`config.mk`:
```
export PLATFORM = sky130hd
export DESIGN_NAME = press_duration_pin_entry
export DESIGN_NICKNAME = d
export VERILOG_FILES = /design/src/hdl/pde_pkg.sv /design/src/hdl/pde_cfg.sv /design/src/hdl/pde_engine.sv /design/src/hdl/press_duration_pin_entry.sv
export SDC_FILE = /design/constraint.sdc
export NUM_CORES = 1
export LEC_CHECK = 0
export BUFFER_PORTS_ARGS = -buffer_cell sky130_fd_sc_hd__buf_2
export CAP_MARGIN = 20
export CORE_UTILIZATION = 57
export CTS_CLUSTER_SIZE = 30
export DETAILED_ROUTE_END_ITERATION = 10
export PLACE_DENSITY = 0.78
export SLEW_MARGIN = 25
export SYNTH_ARGS = -nofsm -noshare
export SYNTH_HDL_FRONTEND = slang
export SYNTH_SLANG_ARGS = --single-unit
export TNS_END_PERCENT = 20
```
`constraint.sdc`:
```
create_clock -name clk -period 5.29 [get_ports clk]
set_input_delay 0.529 -clock clk [delete_from_list [all_inputs] [get_ports clk]]
set_output_delay 0.529 -clock clk [all_outputs]
set_load 0.01 [all_outputs]
```
`src/hdl/pde_pkg.sv`:
```
`timescale 1ns / 1ps

package pde_pkg;

  localparam int PIN_LENGTH = 6;
  localparam int CNT_W      = $clog2(PIN_LENGTH + 1);

  localparam logic [1:0] SYM_NONE  = 2'd0;
  localparam logic [1:0] SYM_SHORT = 2'd1;
  localparam logic [1:0] SYM_LONG  = 2'd2;

  typedef logic [PIN_LENGTH-1:0][1:0] pin_t;

  typedef enum logic [1:0] {
    MODE_IDLE  = 2'd0,
    MODE_CHECK = 2'd1,
    MODE_GET   = 2'd2,
    MODE_SET   = 2'd3
  } mode_t;

  typedef enum logic [3:0] {
    ST_NONE          = 4'd0,
    ST_OK            = 4'd1,
    ST_CONFIRM       = 4'd2,
    ST_VERIFY_FAILED = 4'd3,
    ST_TIMEOUT       = 4'd4,
    ST_KEEPALIVE     = 4'd5,
    ST_NOT_SATISFIED = 4'd6,
    ST_BAD_INS       = 4'd7,
    ST_BAD_CLASS     = 4'd8
  } status_t;

  typedef enum logic [2:0] {
    REG_CLASS     = 3'd0,
    REG_CHECK     = 3'd1,
    REG_GET       = 3'd2,
    REG_SET       = 3'd3,
    REG_DOT       = 3'd4,
    REG_TIMEOUT   = 3'd5,
    REG_KEEPALIVE = 3'd6,
    REG_SAMPLE    = 3'd7
  } cfg_reg_t;

  typedef struct packed {
    logic [7:0]  class_code;
    logic [7:0]  check_code;
    logic [7:0]  get_code;
    logic [7:0]  set_code;
    logic [15:0] dot_ms;
    logic [15:0] timeout_ms;
    logic [15:0] keepalive_ms;
    logic [15:0] sample_ms;
  } cfg_t;

  typedef struct packed {
    logic        req_type;
    logic [7:0]  req_class;
    logic [7:0]  req_ins;
    logic        button_level;
    logic [31:0] now_ms;
  } req_t;

  typedef struct packed {
    logic [3:0] status_code;
    logic       reply_sent;
    logic       pin_confirmed;
    logic       led_on;
    logic       session_busy;
  } rsp_t;

endpackage

```
`src/hdl/pde_cfg.sv`:
```
`timescale 1ns / 1ps

module pde_cfg
  import pde_pkg::*;
(
  input  logic        clk,
  input  logic        rst,
  input  logic        wr_en,
  input  logic [2:0]  addr,
  input  logic [15:0] wdata,
  output cfg_t        cfg
);

  always_ff @(posedge clk) begin
    if (rst) begin
      cfg.class_code   <= 8'd0;
      cfg.check_code   <= 8'd1;
      cfg.get_code     <= 8'd2;
      cfg.set_code     <= 8'd3;
      cfg.dot_ms       <= 16'd500;
      cfg.timeout_ms   <= 16'd5000;
      cfg.keepalive_ms <= 16'd400;
      cfg.sample_ms    <= 16'd50;
    end else if (wr_en) begin
      case (cfg_reg_t'(addr))
        REG_CLASS:     cfg.class_code   <= wdata[7:0];
        REG_CHECK:     cfg.check_code   <= wdata[7:0];
        REG_GET:       cfg.get_code     <= wdata[7:0];
        REG_SET:       cfg.set_code     <= wdata[7:0];
        REG_DOT:       cfg.dot_ms       <= wdata;
        REG_TIMEOUT:   cfg.timeout_ms   <= wdata;
        REG_KEEPALIVE: cfg.keepalive_ms <= wdata;
        REG_SAMPLE:    cfg.sample_ms    <= wdata;
        default: ;
      endcase
    end
  end

endmodule

```
`src/hdl/pde_engine.sv`:
```
`timescale 1ns / 1ps

module pde_engine
  import pde_pkg::*;
(
  input  logic clk,
  input  logic rst,
  input  logic take,
  input  req_t req,
  input  cfg_t cfg,
  output rsp_t rsp
);

  mode_t             mode, mode_next;
  logic              last_level, last_level_next;
  logic [31:0]       press_start, press_start_next;
  logic [CNT_W-1:0]  count, count_next;
  pin_t              entered, entered_next;
  pin_t              stored_pin, stored_pin_next;
  logic              confirmed, confirmed_next;
  logic [31:0]       last_keepalive, last_keepalive_next;
  logic [31:0]       last_sample, last_sample_next;

  logic [31:0] dt_press, dt_keep, dt_sample;
  logic        no_pin;
  logic        timed_out, keep_due, sample_due;

  assign dt_press   = req.now_ms - press_start;
  assign dt_keep    = req.now_ms - last_keepalive;
  assign dt_sample  = req.now_ms - last_sample;
  assign no_pin     = (stored_pin[0] == SYM_NONE);
  assign timed_out  = dt_press  > {16'd0, cfg.timeout_ms};
  assign keep_due   = dt_keep   > {16'd0, cfg.keepalive_ms};
  assign sample_due = dt_sample > {16'd0, cfg.sample_ms};

  always_comb begin
    logic [3:0] status;
    logic       reply;
    logic       done;
    logic       match;
    logic [1:0] sym;

    mode_next           = mode;
    last_level_next     = last_level;
    press_start_next    = press_start;
    count_next          = count;
    entered_next        = entered;
    stored_pin_next     = stored_pin;
    confirmed_next      = confirmed;
    last_keepalive_next = last_keepalive;
    last_sample_next    = last_sample;
    status              = ST_NONE;
    reply               = 1'b0;
    done                = 1'b0;
    match               = 1'b0;
    sym                 = (dt_press < {16'd0, cfg.dot_ms}) ? SYM_SHORT : SYM_LONG;

    if (!req.req_type) begin
      // any request drops the running session first
      mode_next        = MODE_IDLE;
      last_level_next  = 1'b0;
      press_start_next = '0;
      count_next       = '0;
      entered_next     = '0;
      if (req.req_class != cfg.class_code) begin
        status = ST_BAD_CLASS;
        reply  = 1'b1;
      end else if (req.req_ins == cfg.check_code) begin
        mode_next = MODE_CHECK;
      end else if (req.req_ins == cfg.get_code) begin
        if (no_pin) begin
          status = ST_NOT_SATISFIED;
          reply  = 1'b1;
        end else begin
          mode_next = MODE_GET;
        end
      end else if (req.req_ins == cfg.set_code) begin
        if (!no_pin && !confirmed) begin
          status = ST_VERIFY_FAILED;
          reply  = 1'b1;
        end else begin
          mode_next = MODE_SET;
        end
      end else begin
        status = ST_BAD_INS;
        reply  = 1'b1;
      end
      if (mode_next != MODE_IDLE) begin
        confirmed_next      = 1'b0;
        press_start_next    = req.now_ms;
        last_keepalive_next = req.now_ms;
        last_sample_next    = req.now_ms;
      end
    end else if (mode != MODE_IDLE) begin
      if (timed_out) begin
        // a check session times out silently: reply with no status
        if (mode != MODE_CHECK) status = ST_TIMEOUT;
        reply = 1'b1;
        done  = 1'b1;
      end else if (mode != MODE_CHECK && keep_due) begin
        status              = ST_KEEPALIVE;
        reply               = 1'b1;
        last_keepalive_next = req.now_ms;
      end else if (sample_due) begin
        last_sample_next = req.now_ms;
        if (req.button_level != last_level) begin
          last_level_next = req.button_level;
          if (req.button_level) begin
            press_start_next = req.now_ms;
          end else begin
            if (count < CNT_W'(PIN_LENGTH)) begin
              for (int i = 0; i < PIN_LENGTH; i++) begin
                if (count == CNT_W'(i)) entered_next[i] = sym;
              end
              count_next = count + 1'b1;
            end
            if (count_next >= CNT_W'(PIN_LENGTH) || (mode == MODE_CHECK && no_pin)) begin
              reply = 1'b1;
              done  = 1'b1;
              match = (entered_next == stored_pin);
              case (mode)
                MODE_CHECK: begin
                  if (no_pin || match) confirmed_next = 1'b1;
                end
                MODE_GET: begin
                  confirmed_next = match;
                  status         = match ? ST_CONFIRM : ST_VERIFY_FAILED;
                end
                MODE_SET: begin
                  stored_pin_next = entered_next;
                  status          = ST_OK;
                end
                default: ;
              endcase
            end
          end
        end
      end
      if (done) begin
        mode_next        = MODE_IDLE;
        last_level_next  = 1'b0;
        press_start_next = '0;
        count_next       = '0;
        entered_next     = '0;
      end
    end

    rsp.status_code   = status;
    rsp.reply_sent    = reply;
    rsp.pin_confirmed = confirmed_next;
    rsp.session_busy  = (mode_next != MODE_IDLE);
    rsp.led_on        = (mode_next != MODE_IDLE) && last_level_next;
  end

  always_ff @(posedge clk) begin
    if (rst) begin
      mode           <= MODE_IDLE;
      last_level     <= 1'b0;
      press_start    <= '0;
      count          <= '0;
      entered        <= '0;
      stored_pin     <= '0;
      confirmed      <= 1'b0;
      last_keepalive <= '0;
      last_sample    <= '0;
    end else if (take) begin
      mode           <= mode_next;
      last_level     <= last_level_next;
      press_start    <= press_start_next;
      count          <= count_next;
      entered        <= entered_next;
      stored_pin     <= stored_pin_next;
      confirmed      <= confirmed_next;
      last_keepalive <= last_keepalive_next;
      last_sample    <= last_sample_next;
    end
  end

endmodule

```
`src/hdl/press_duration_pin_entry.sv`:
```
`timescale 1ns / 1ps

// channel  | signals                                 | word
// ---------+-----------------------------------------+-------------------------
// req      | req_valid, req_stall, req_word          | request or button sample
// rsp      | rsp_valid, rsp_stall, rsp_word          | status and session flags
// cfg      | cfg_valid, cfg_ready, cfg_addr, cfg_wdata | register write
//
// One word per clock in steady state while rsp is not stalled; a taken word sits
// in the input register and the combinational session update loads its result
// into the result register, from which rsp offers it. rst is
// synchronous and clears all state, the stored PIN included. A stall on rsp
// holds the result register; req_stall follows it in the same cycle while the
// input register is full, and an empty input register still takes one word.
// cfg_ready is always high.

module press_duration_pin_entry
  import pde_pkg::*;
(
  input  logic        clk,
  input  logic        rst,
  input  logic        req_valid,
  output logic        req_stall,
  input  req_t        req_word,
  output logic        rsp_valid,
  input  logic        rsp_stall,
  output rsp_t        rsp_word,
  input  logic        cfg_valid,
  output logic        cfg_ready,
  input  logic [2:0]  cfg_addr,
  input  logic [15:0] cfg_wdata
);

  cfg_t cfg;
  req_t hold;
  logic hold_valid;
  rsp_t result;
  logic res_free;
  logic advance;

  assign cfg_ready = 1'b1;
  assign res_free  = !rsp_valid || !rsp_stall;
  assign advance   = hold_valid && res_free;
  assign req_stall = hold_valid && !res_free;

  pde_cfg u_cfg (
    .clk   (clk),
    .rst   (rst),
    .wr_en (cfg_valid && cfg_ready),
    .addr  (cfg_addr),
    .wdata (cfg_wdata),
    .cfg   (cfg)
  );

  pde_engine u_engine (
    .clk  (clk),
    .rst  (rst),
    .take (advance),
    .req  (hold),
    .cfg  (cfg),
    .rsp  (result)
  );

  always_ff @(posedge clk) begin
    if (rst) begin
      hold_valid <= 1'b0;
    end else if (!req_stall) begin
      hold_valid <= req_valid;
    end
  end

  always_ff @(posedge clk) begin
    if (req_valid && !req_stall) begin
      hold <= req_word;
    end
  end

  always_ff @(posedge clk) begin
    if (rst) begin
      rsp_valid <= 1'b0;
    end else if (res_free) begin
      rsp_valid <= advance;
    end
  end

  always_ff @(posedge clk) begin
    if (advance) begin
      rsp_word <= result;
    end
  end

`ifndef ASSERT_OFF
  a_advance_gives_word: assert property (@(posedge clk) disable iff (rst)
    advance |=> rsp_valid)
    else $error("taken word produced no result");

  a_held_word_kept: assert property (@(posedge clk) disable iff (rst)
    hold_valid && !advance |=> hold_valid)
    else $error("waiting input word dropped");

  a_led_needs_session: assert property (@(posedge clk) disable iff (rst)
    rsp_valid && rsp_word.led_on |-> rsp_word.session_busy)
    else $error("led on outside a session");

  a_status_has_reply: assert property (@(posedge clk) disable iff (rst)
    rsp_valid && rsp_word.status_code != ST_NONE |-> rsp_word.reply_sent)
    else $error("status without a reply");
`endif

endmodule

```
-- Word-level counts from Yosys, hierarchy flattened
Index checks and enable logic that the tools add are counted.
- reduce and logical (&&, ||, !) cells: 36
- add/sub/neg operators: 4
- order comparisons: 6
- bitwise logic cells: 3
- muxes and demuxes: 121
- eq/ne operators: 33
- operators with widths (kind ; number):
    $mux 32 ; 19
    $mux 12 ; 16
    $gt 32x16->1 ; 3
    $sub 32x32->32 ; 3
    $mux 3 ; 19
    $mux 4 ; 11
    $mux 1 ; 36
    $mux 2 ; 18
    $lt 32x16->1 ; 1
    $eq 8x8->1 ; 3
    $eq 3x3->1 const B ; 6
    $reduce_and 2->1 ; 8
    $reduce_and 7->1 ; 2
    $eq 12x12->1 ; 1
    $eq 3x2->1 const B ; 4
    $reduce_and 10->1 ; 1
    $ne 2x1->1 const B ; 4
    $ne 8x8->1 ; 1
    $pmux 4 s2 ; 1
    $reduce_bool 2->1 ; 4
    $logic_and 1x1->1 ; 7
    $eq 3x1->1 const B ; 2
    $logic_not 1->1 ; 6
    $logic_not 3->1 ; 2
    16 further kinds ; 25
- register bits after elaboration: 283
- word-level logic and storage cells: 242
- input bits: 74
- output and inout port bits: 11

-- Longest topological paths before layout
- depth in word-level cells: 24
- gate-level depth with buffers: 25
- gate-level depth less buffers: 24

-- Hierarchy
A second synthesis with hierarchy kept.
- cell total of the unflattened synthesis: 2176
- area, all modules: 18958.2 µm²
- modules (own cells, without submodules) (module ; seq. area each (µm²) ; instances ; area an instance (µm²) ; cells each):
    pde_engine ; 2542.4 ; 1 ; 13280.2 ; 1751
    pde_cfg ; 1921.8 ; 1 ; 3838.7 ; 355
    press_duration_pin_entry ; 1781.7 ; 1 ; 1839.3 ; 70

-- Least setup slack after synthesis
No wires, ideal clock.
- path kind: register to register
- start: register hold[0] (netlist name)
- end: register u_engine.last_sample[1]
- data required time: 5.162 ns
- path slack: 0.312 ns
- period minus slack after synthesis: 4.978 ns
- stages on the path, launching flop included: 26
- data arrival time: 4.851 ns
- buffers on the path: 1
- setup time: 0.128 ns
- cells stage by stage: edfxtp_1 -> inv_1 -> ha_1 -> inv_1 -> fa_1 -> a21o_1 -> a221o_1 -> nand3_1 -> nand2_1 -> a21o_1 -> a21oi_1 -> xnor2_1 -> ha_1 -> o21ai_0 -> o21ai_0 -> o211ai_1 -> o2111ai_1 -> a31oi_1 -> o2111ai_1 -> or4_4 -> o41ai_4 -> nand3_2 -> a21oi_4 -> buf_6 -> mux2i_1 -> nor2_1
- word-level cells in the longest chain between the ends: 5
- elaborated cells on any way between the ends: 11
- those cells by class: 3 x add/sub; 3 x order compare; 3 x eq/ne; 2 x reduce/logical
- RTL lines (item ; RTL line ; RTL):
    start, declared ; press_duration_pin_entry.sv:35 ; req_t hold;
    start signal, assigned ; press_duration_pin_entry.sv:74 ; hold <= req_word;
    $sub 32x32->32 ; pde_engine.sv:29 ; assign dt_keep = req.now_ms - last_keepalive;
    $gt 32x16->1 ; pde_engine.sv:33 ; assign keep_due = dt_keep > {16'd0, cfg.keepalive_ms};
    $logic_and 1x1->1 ; pde_engine.sv:100 ; end else if (mode != MODE_CHECK && keep_due) begin
    $ne 2x2->1 (no line) ; - ;
    $reduce_and 6->1 (no line) * ; - ;
    end signal, assigned ; pde_engine.sv:175 ; last_sample <= last_sample_next;
    end, declared ; pde_engine.sv:22 ; logic [31:0] last_sample, last_sample_next;
Mark *: on every way between the ends. The rest lies on a longest branch, timed or not.
A chain may end at the register's enable or synchronous reset.

-- Worst setup path in the final report
- start: register hold[4] (netlist name)
- end: register u_engine.last_sample[0]
The elaborated chain is that of the path after synthesis.

==> results.yml <==
run_status:
  status: "complete, but fails checks"
  failed_checks: "setup timing"
cts:
  clk_pin_slew_worst_paths_ns: 0.06
  cts.path.max_buffers: 3
  clock-sinks: 283
  clkLatencyLatePin_ns: 0.54
  clockRootBuffer: "clkbuf_16"
  h-tree-depth: 2
  cts_tree: "done"
  holdBufCountCts: 0
  cts_buffers: 34
grt:
  antenna_found_initial: 0
  grt_pass1_vias: 15892
  grt_pass1_wl_um: 80340
  grt_overflow: 0
  grt_max_degree: 84
  groute.usage.overall_pct: 29.77
floorplanning:
  die_w_um: 183.4
  dieArea_um2: 33620
  rows: 66
  start_util_pct: 57.77
  io_pins: 85
  die_h_um: 183.4
  fp.coreArea_um2: 32450
timing:
  setup_ws_ns: -0.09563
  fin_tns_setup_ns: -3.535
  rsz0062_at_grt: "yes"
  worst_slew_pin_slew_ns: 0.9736
  finalCritPeriodShare_pct: 101.8
  min_period_ns: 5.386
  finalSetupViolations: 58
  max_freq_mhz: 185.7
  hold_violations: 0
  hold_ws_ns: 0.1584
  slew_viol_final: 0
  slew_headroom_pct: 34.59
  fin_skew_ns: 0.02275
min_path:
  hold_end: "hold[3]$_DFFE_PP_"
  whs_path_depth: 1
  hp-start: "req_word[3]"
  min_path_type: "in2reg"
power_and_ir_drop:
  p_int_uw: 4142
  power_uw: 5796
  power_frac_comb_pct: 18.1
  clkPwrFrac_pct: 42.0
  power.density_nw_per_um2: 269.7
  p_sw_uw: 1654
  vdd_drop_max_mv: 0.2632
  sw_frac_of_total_pct: 28.54
  static-leakage-power_uw: 0.008298
  p_seq_share_pct: 39.9
setup_path:
  rr_endpoint: "u_engine.last_sample[0]$_SDFFE_PP0P_"
  worst-path-buf-inv: 4
  crit_required_ns: 5.68
  path_cells: "buf_4 > ha_1 > buf_4 > a21o_1 > nor2_1 > o21ai_2 > xor2_1 > ha_1 > a2111oi_2 > a31oi_1 > a211o_1 > a2bb2oi_2 > o2111ai_1 > or3_1 > or4_4 > nand3_2 > a21oi_4 > buf_12 > clkbuf_16 > mux2i_1 > nor2_1"
  cp.arrival_ns: 5.78
  cp-end-kind: "flop"
  r2r_start: "hold[4]$_DFFE_PP_"
  cp_max_fo: 8
  crit_slowest_cell: "or4_4"
  r2r_cells: 21
  critPathKind: "reg2reg"
  reg2reg_setup_slack_ns: -0.1
  crit_family: "compound AO/OA/AOI/OAI gates"
  start_kind: "flop"
  max_stage_delay_ns: 0.58
layout:
  register_area_um2: 6246
  area_delta_synth_final_pct: 14.64
  multi_input_area_um2: 11550
  drive_gt1_share_pct: 13.60
  stdcell_count: 2824
  n_fill_cell: 2682
  antenna_cells: 0
  nNetsFinal: 2599
placed_design:
  dpl_worst_slack_ns: -0.2857
  dp_hpwl_um: 37760
  port_buffers: 83
  dp_cells: 2749
  gp_congestion: 0.9257
logic_synthesis:
  syn_nets: 2492
  synth.avg_cell_area_um2: 8.336
  ys_ff_latch: 283
  yosysUniqueCellTypes: 96
  yosys_warnings: 0
  synth-edff-count: 58
  async_flop_share_pct: 0
  yosysSeqAreaShare_pct: 33.32
  synthCells: 2249
  yosysTopAreaCellShare_pct: 24.03
  syn_area_um2: 18750
  synthTopCellsByArea: "dfxtp_1 (24%), ha_1 (11%), edfxtp_1 (9.3%)"
  ys_dominant_reg_cell: "dfxtp_1"
  synth_top_area_cell: "dfxtp_1"
detailed_routing:
  wire_per_inst_um: 18.39
  drtIter0Drc: 1285
  drc: 0
  num_vias: 16903
  antenna_left: 0
  wl_um: 51940
  via_per_inst: 5.985
  drtPass1Iterations: 5
flow_run:
  maxCapViolCount: 0
[metrics by stage]
step,cell area (um^2),util (%)
after floorplan,18750,-
after global placement,19880,61.25
after detailed placement,19880,61.25
after CTS,21170,65.22
after global routing,21490,66.22
final,21490,66.22
[state kept, by name, indices dropped and copies added (netlist names), 2 cells and up]
name                     count
u_engine.stored_pin         12
u_engine.entered            12
u_engine.count               3
u_engine.last_keepalive     32
hold                        50
u_engine.press_start        32
u_engine.last_sample        32
u_cfg.cfg                   96
u_engine.mode                2
rsp_word                     8
[synthesized netlist by cell type (16+ instances only)]
master,n
nor2b_1,22
xor2_1,52
nand2b_1,27
ha_1,166
clkbuf_1,53
o21ai_0,76
dfxtp_1,225
o21a_1,16
o211ai_1,40
a21o_1,44
nand4_1,37
nor3_1,20
mux2i_1,76
edfxtp_1,58
buf_2,20
a31oi_1,18
a21oi_1,216
o21bai_1,17
a22o_1,34
nor2_1,146
nand2_1,332
xnor2_1,55
inv_1,196
nand3_1,36
[metal layers]
metal / track usage, % / wire [um] / vias to the layer above / share of wire (%)
met5: 0 / 0 / - / 0
met4: 12.23 / 1827 / 0 / 3.5
met3: 3.455 / 3112 / 121 / 6.0
met2: 50.81 / 24890 / 586 / 48
met1: 38.16 / 22120 / 7993 / 43
li1: - / - / 8203 / -
[worst reg2reg max path: cells and delay by family (launching register included)]
family | cells | cell delay (ns)
compound gates | 8 | 1.63
xor+xnor | 1 | 0.23
fa+ha+maj | 2 | 0.65
buf+inv | 4 | 0.73
flops | 1 | 0.47
mux | 1 | 0.17
simple gates | 5 | 1.36
[how the worst max path moves through the flow]
stage                 startpoint                                     to  slack (ns)  cells past startpoint
2_1_floorplan  hold[0]$_DFFE_PP_   u_engine.last_sample[1]$_SDFFE_PP0P_        0.31                     25
3_3_place_gp   hold[0]$_DFFE_PP_   u_engine.last_sample[4]$_SDFFE_PP0P_       -0.07                     24
3_5_place_dp   hold[1]$_DFFE_PP_      u_engine.entered[11]$_SDFFE_PP0P_       -0.29                     21
4_1_cts        hold[0]$_DFFE_PP_  u_engine.press_start[29]$_SDFFE_PP0P_       -0.13                     27
5_1_grt        hold[0]$_DFFE_PP_  u_engine.last_sample[29]$_SDFFE_PP0P_       -0.35                     27
6_report       hold[4]$_DFFE_PP_   u_engine.last_sample[0]$_SDFFE_PP0P_        -0.1                     21
[placed cells by master, fill, tap and decap left out, drive strengths merged, types with 42 or more instances in the layout]
| cell type | count |
|---|---|
| buf | 161 |
| ha | 166 |
| inv | 200 |
| xnor2 | 55 |
| a21oi | 225 |
| edfxtp | 58 |
| a21o | 44 |
| nor2 | 148 |
| mux2i | 76 |
| o211ai | 42 |
| dfxtp | 225 |
| clkbuf | 47 |
| nand2 | 335 |
| xor2 | 52 |
| o21ai | 82 |
[cell families after synthesis]
group / share of synthesized area (%)
buf+inv: 6.400
other cells: 0.02000
simple gates: 18.11
mux: 4.198
compound gates: 21.56
xor+xnor: 4.999
flops: 33.32
fa+ha+maj: 11.40
[final cells by class]
class                           instances  share of cell area (%)
Inverter                              197                   3.441
Clock buffer                           43                   4.500
Sequential cell                       283                   29.06
Clock inverter                         19                  0.9664
Multi-Input combinational cell       1675                   53.73
Tap cell                              442                   2.573
Timing Repair Buffer                  165                   5.723
[power by group through the flow]
stage / combinational [uW] / clock (uW) / sequential, uW
CTS: 1010 / 2470 / 2310
global placement: 968 / 0 / 2360
finish: 1050 / 2430 / 2310
detailed placement: 998 / 0 / 2360
floorplan: 709 / 0 / 2340
global route: 1150 / 2550 / 2320
[what timing repair did]
item                                    4_1_cts  5_1_grt
resized for setup                            19       35
endpoints found under the hold margin         0        0
setup buffers                                 3        4
endpoints found under the setup margin      131      133
gates cloned                                  1        5
pin swaps                                     6       28
(Power assumes the default switching activity.)
